`src/hdl/assert_macros.svh`:
```
// Assertion macros shared by the timer heap RTL.
// Depends on nothing; the bodies are empty when SYNTHESIS is defined.
`ifndef ASSERT_MACROS_SVH
`define ASSERT_MACROS_SVH
`ifndef SYNTHESIS
`define ITH_ASSERT_IMP(lbl, clk, rst_n, a, b) \
    lbl: assert property (@(posedge clk) disable iff (!rst_n) (a) |-> (b)) \
        else $error("timer heap check failed");
`define ITH_ASSERT_NXT(lbl, clk, rst_n, a, b) \
    lbl: assert property (@(posedge clk) disable iff (!rst_n) (a) |=> (b)) \
        else $error("timer heap check failed");
`else
`define ITH_ASSERT_IMP(lbl, clk, rst_n, a, b)
`define ITH_ASSERT_NXT(lbl, clk, rst_n, a, b)
`endif
`endif

```
`src/hdl/ith_pkg.sv`:
```
// Types, codes and the key compare of the indexed timer heap.
// Used by ith_cell and indexed_timer_heap_top; depends on nothing.
`timescale 1ns / 1ps
package ith_pkg;
    localparam int SLOTS_DEF = 32;
    localparam int SLOT_W = 8;
    localparam int TIME_W = 64;
    localparam int CNT_OUT_W = 6;
    localparam logic [CNT_OUT_W-1:0] POP_LIMIT = 6'd32;

    localparam logic [1:0] OP_ARM = 2'd0;
    localparam logic [1:0] OP_CANCEL = 2'd1;
    localparam logic [1:0] OP_EXPIRE = 2'd2;
    localparam logic [1:0] OP_PEEK = 2'd3;

    localparam logic [1:0] ST_OK = 2'd0;
    localparam logic [1:0] ST_INVALID = 2'd1;
    localparam logic [1:0] ST_EMPTY = 2'd2;

    typedef struct packed {
        logic              valid;
        logic [TIME_W-1:0] deadline;
        logic [SLOT_W-1:0] slot;
    } t_entry;

    typedef enum logic [1:0] {
        C_HOLD,
        C_REMOVE,
        C_INSERT,
        C_POP
    } t_cell_op;

    typedef enum logic [2:0] {
        S_IDLE,
        S_FIND,
        S_REMOVE,
        S_INSERT,
        S_EXPIRE
    } t_state;

    function automatic logic earlier(input t_entry a, input t_entry b);
        return {a.deadline, a.slot} < {b.deadline, b.slot};
    endfunction
endpackage

```
`src/hdl/ith_cell.sv`:
```
// One cell of the sorted timer chain: holds one entry, compares and shifts.
// Depends on ith_pkg.
`timescale 1ns / 1ps
module ith_cell (
    input  logic              i_clk,
    input  logic              i_rst_n,
    input  ith_pkg::t_cell_op i_op,
    input  ith_pkg::t_entry   i_new,
    input  ith_pkg::t_entry   i_rkey,
    input  logic [ith_pkg::SLOT_W-1:0] i_slot,
    input  ith_pkg::t_entry   i_left,
    input  logic              i_left_lt,
    input  ith_pkg::t_entry   i_right,
    output ith_pkg::t_entry   o_ent,
    output logic              o_lt,
    output logic              o_hit
);
    ith_pkg::t_entry r_ent;
    ith_pkg::t_entry n_ent;

    assign o_lt = !r_ent.valid || ith_pkg::earlier(i_new, r_ent);
    assign o_hit = r_ent.valid && (r_ent.slot == i_slot);
    assign o_ent = r_ent;

    always_comb begin
        n_ent = r_ent;
        case (i_op)
            ith_pkg::C_REMOVE: begin
                if (r_ent.valid && !ith_pkg::earlier(r_ent, i_rkey)) begin
                    n_ent = i_right;
                end
            end
            ith_pkg::C_INSERT: begin
                if (i_left_lt) begin
                    n_ent = i_left;
                end else if (o_lt) begin
                    n_ent = i_new;
                end
            end
            ith_pkg::C_POP: begin
                n_ent = i_right;
            end
            default: begin
                n_ent = r_ent;
            end
        endcase
    end

    always_ff @(posedge i_clk) begin
        if (!i_rst_n) begin
            r_ent.valid <= 1'b0;
        end else begin
            r_ent <= n_ent;
        end
    end
endmodule

```
`config.mk`:
```
export PLATFORM = sky130hd
export DESIGN_NAME = ith_cell
export DESIGN_NICKNAME = d
export VERILOG_FILES = /design/src/hdl/assert_macros.svh /design/src/hdl/ith_pkg.sv /design/src/hdl/ith_cell.sv
export SDC_FILE = /design/constraint.sdc
export NUM_CORES = 1
export LEC_CHECK = 0
export BUFFER_PORTS_ARGS = -buffer_cell sky130_fd_sc_hd__buf_2
export CORE_AREA = 3 3 147 149
export CTS_CLUSTER_SIZE = 20
export DETAILED_ROUTE_END_ITERATION = 10
export DIE_AREA = 0 0 150 152
export PLACE_DENSITY = 0.78
export SETUP_SLACK_MARGIN = 0.15
export SYNTH_ARGS = -nofsm -noshare
export SYNTH_HDL_FRONTEND = slang
export SYNTH_SLANG_ARGS = --single-unit
```
`constraint.sdc`:
```
create_clock -name i_clk -period 8.39 [get_ports i_clk]
set_clock_uncertainty 0.15 [all_clocks]
set_input_delay 1.2585 -clock i_clk [delete_from_list [all_inputs] [get_ports i_clk]]
set_output_delay 1.2585 -clock i_clk [all_outputs]
set_load 0.02 [all_outputs]
```
==> results.py <==
metrics = {
    "route": {
        "vias_per_cell": 5.01,
        "detail_route.iter0.violations": 310,
        "detail-route-antenna-nets": 0,
        "num_vias": 7491,
        "dr.pass1.iters": 6,
        "routedWlPerCell_um": 16.7,
        "drc": 0,
        "wl_um": 25000,
    },
    "pwr": {
        "netSwitchingPower_uw": 392,
        "comb_power_share_pct": 29.0,
        "finalPower_mw": 1.24,
        "p_leak_nw": 5.46,
        "sw_frac_of_total_pct": 31.5,
        "seqPwrFrac_pct": 36.3,
        "p_int_uw": 853,
        "ir_drop_mv": 0.105,
        "powerDensity_nw_per_um2": 126,
        "pwr-share-clk_pct": 34.7,
    },
    "cts": {
        "cts_tree": "yes",
        "clockBufferDepth": 2,
        "cts-htree-levels": 3,
        "worstSkewPairLatency_ns": 0.34,
        "postCtsSetupBuffers": 0,
        "cts_hold_repair.buffers": 0,
        "clkTransAtPathRegs_ns": 0.07,
        "cts-root-buf": "clkbuf_16",
        "cts_buffers": 9,
        "ctsResizeCount": 0,
        "numClockSinks": 73,
    },
    "logic_synthesis": {
        "synth_top_area_share_pct": 29.3,
        "ys_top_cells_by_area": "edfxtp_1 (29%), ha_1 (24%), mux2i_1 (9.9%)",
        "synth-seq-cells": 73,
        "yosysUniqueCellTypes": 41,
        "synth_nets": 1299,
        "synth_edf_count": 72,
        "synthCells": 852,
        "synth_area_um2": 7370,
        "yosys.area.top_type": "edfxtp_1",
        "synth.most_common_cell": "inv_1",
        "yosys-top-cells-count": "inv_1 (146), ha_1 (142), nand2_1 (106)",
        "synthArstFlopShare_pct": 0,
        "synth_area_per_cell_um2": 8.65,
        "synth_top_flop_cell": "edfxtp_1",
        "yosysSeqAreaShare_pct": 29.6,
        "ys_warn_count": 0,
    },
    "floorplan": {
        "coreArea_um2": 20300,
        "pin_count": 380,
        "die-area_um2": 22800,
        "die_w_um": 150,
        "dieHeight_um": 152,
        "initial_utilization_pct": 36.3,
        "rows": 52,
    },
    "critical_path": {
        "start_kind": "input pin",
        "path_cells": "buf_2 > ha_1 > nand4_1 > nor4_2 > nand3_1 > nor3_1 > a21oi_1 > and3_1 > buf_2",
        "crit_path_end_kind": "output port",
        "crit_path_top_delay_cell": "nor4_2",
        "path_max_fanout": 3,
        "crit_required_ns": 6.98,
        "critPathMaxStageDelay_ns": 0.39,
        "crit_path_frequent_cell": "buf_2",
        "cp.arrival_ns": 3.25,
        "crit_type": "input pin to output port",
    },
    "placement": {
        "gp_congestion": 0.872,
        "portBuffers": 378,
        "dp_hpwl_um": 21000,
    },
    "cells_and_area": {
        "multiInputGateArea_um2": 4550,
        "diodes": 0,
        "fin_nets": 1667,
        "drive_gt1_share_pct": 32.8,
        "largest_reg_flops": 73,
        "seqCellArea_um2": 2180,
        "fillers": 1931,
        "area_growth_pct": 33.8,
    },
    "global_route": {
        "grt_pass1_vias": 7387,
        "grt_overflow_total": 0,
        "grt_max_degree": 94,
        "grt_pass1_wl_um": 37200,
        "antenna_found_initial": 1,
        "track_usage_pct": 20.6,
    },
    "timing": {
        "setup_viol": 0,
        "tightest_slew_ns": 0.830,
        "relSlewSlack_pct": 44.7,
        "hold_viol": 0,
        "period_minus_slack_ns": 4.66,
        "tns_ns": 0,
        "post-route-period-util_pct": 55.5,
        "final-max-slew-violation-count": 0,
        "rsz0062_at_grt": "false",
        "fmax_ghz": 0.215,
    },
    "worst_hold_path": {
        "min_path_type": "register to register",
    },
    "job": {
        "drv_cap": 0,
    },
    "outcome": {
        "status": "complete, no violations",
    },
}
==> final timing paths <==
check / from / to / slack [ns] / cells past startpoint
worst max-delay path: i_new[67] / o_lt / 3.73 / 9
worst min-delay path: o_ent[72] / o_ent[72] / 0.55 / 2
worst max register to register: o_ent[38] / o_ent[23] / 4.47 / 10
worst min register to register: o_ent[72] / o_ent[72] / 0.55 / 2
==> worst max-delay path, delay by kind of cell <==
| kind | cells | cell delay, ns |
|---|---|---|
| and+or+nand+nor | 5 | 1.28 |
| adders and majority gates | 1 | 0.30 |
| buffers and inverters | 2 | 0.28 |
| AOI/OAI and AO/OA | 1 | 0.11 |
==> power groups by stage <==
| stage | sequential [mW] | combinational, mW | clock [mW] |
|---|---|---|---|
| 2_1_floorplan | 0.479 | 0.182 | 0 |
| 3_3_place_gp | 0.458 | 0.348 | 0 |
| 3_5_place_dp | 0.459 | 0.361 | 0 |
| 4_1_cts | 0.451 | 0.363 | 0.438 |
| 5_1_grt | 0.454 | 0.409 | 0.456 |
| 6_report | 0.451 | 0.361 | 0.432 |
==> area by class of cell <==
class	count	share of cell area (%)
clock inverters	7	0.952
well taps	270	3.43
inverters	146	5.56
multi-input cells	609	46.2
repair buffers	381	19.4
flip-flops and latches	73	22.1
clock buffers	9	2.28
==> kinds of logic (layout without fill, tap and decap cells) <==
family	after synthesis	after routing	synth area share, %
compound gates	193	193	14.6
simple gates	193	193	12.1
buf+inv	170	543	8.71
fa+ha+maj	142	142	24.1
mux	73	73	9.92
flops	73	73	29.6
xor+xnor	8	8	0.951
==> layout by cell type, fill, tap and decap left out, drive strengths merged, types with 6 or more instances in the layout <==
cell	n
clkbuf	9
edfxtp	72
o21ai	93
a21o	16
mux2i	73
ha	142
a21oi	63
nor2	18
inv	147
nand3	17
nor4	6
buf	381
nand4	27
nand2	106
==> stage by stage <==
| stage | hold WS (ns) | worst slack, ns | area [um2] | cells | utilization [%] |
|---|---|---|---|---|---|
| 3_5_place_dp | 0.535 | 3.46 | 9540 | 1479 | 47.0 |
| 4_1_cts | 0.550 | 3.72 | 9860 | 1495 | 48.6 |
| 5_1_grt | 0.578 | 3.53 | 9860 | 1495 | 48.6 |
| 2_1_floorplan | 0.535 | 3.51 | 7370 | 852 | - |
| 3_3_place_gp | 0.521 | 3.50 | 9540 | 1479 | 47.0 |
| 6_report | 0.546 | 3.73 | 9860 | 1495 | 48.6 |
==> routing by layer <==
metal  global-route usage (%)  share of wire, %
met4                     5.32               1.8
met1                     24.3                40
met3                     4.44               6.8
met5                        0             0.052
met2                     37.5                51
Power figures use the tool's default switching activity.
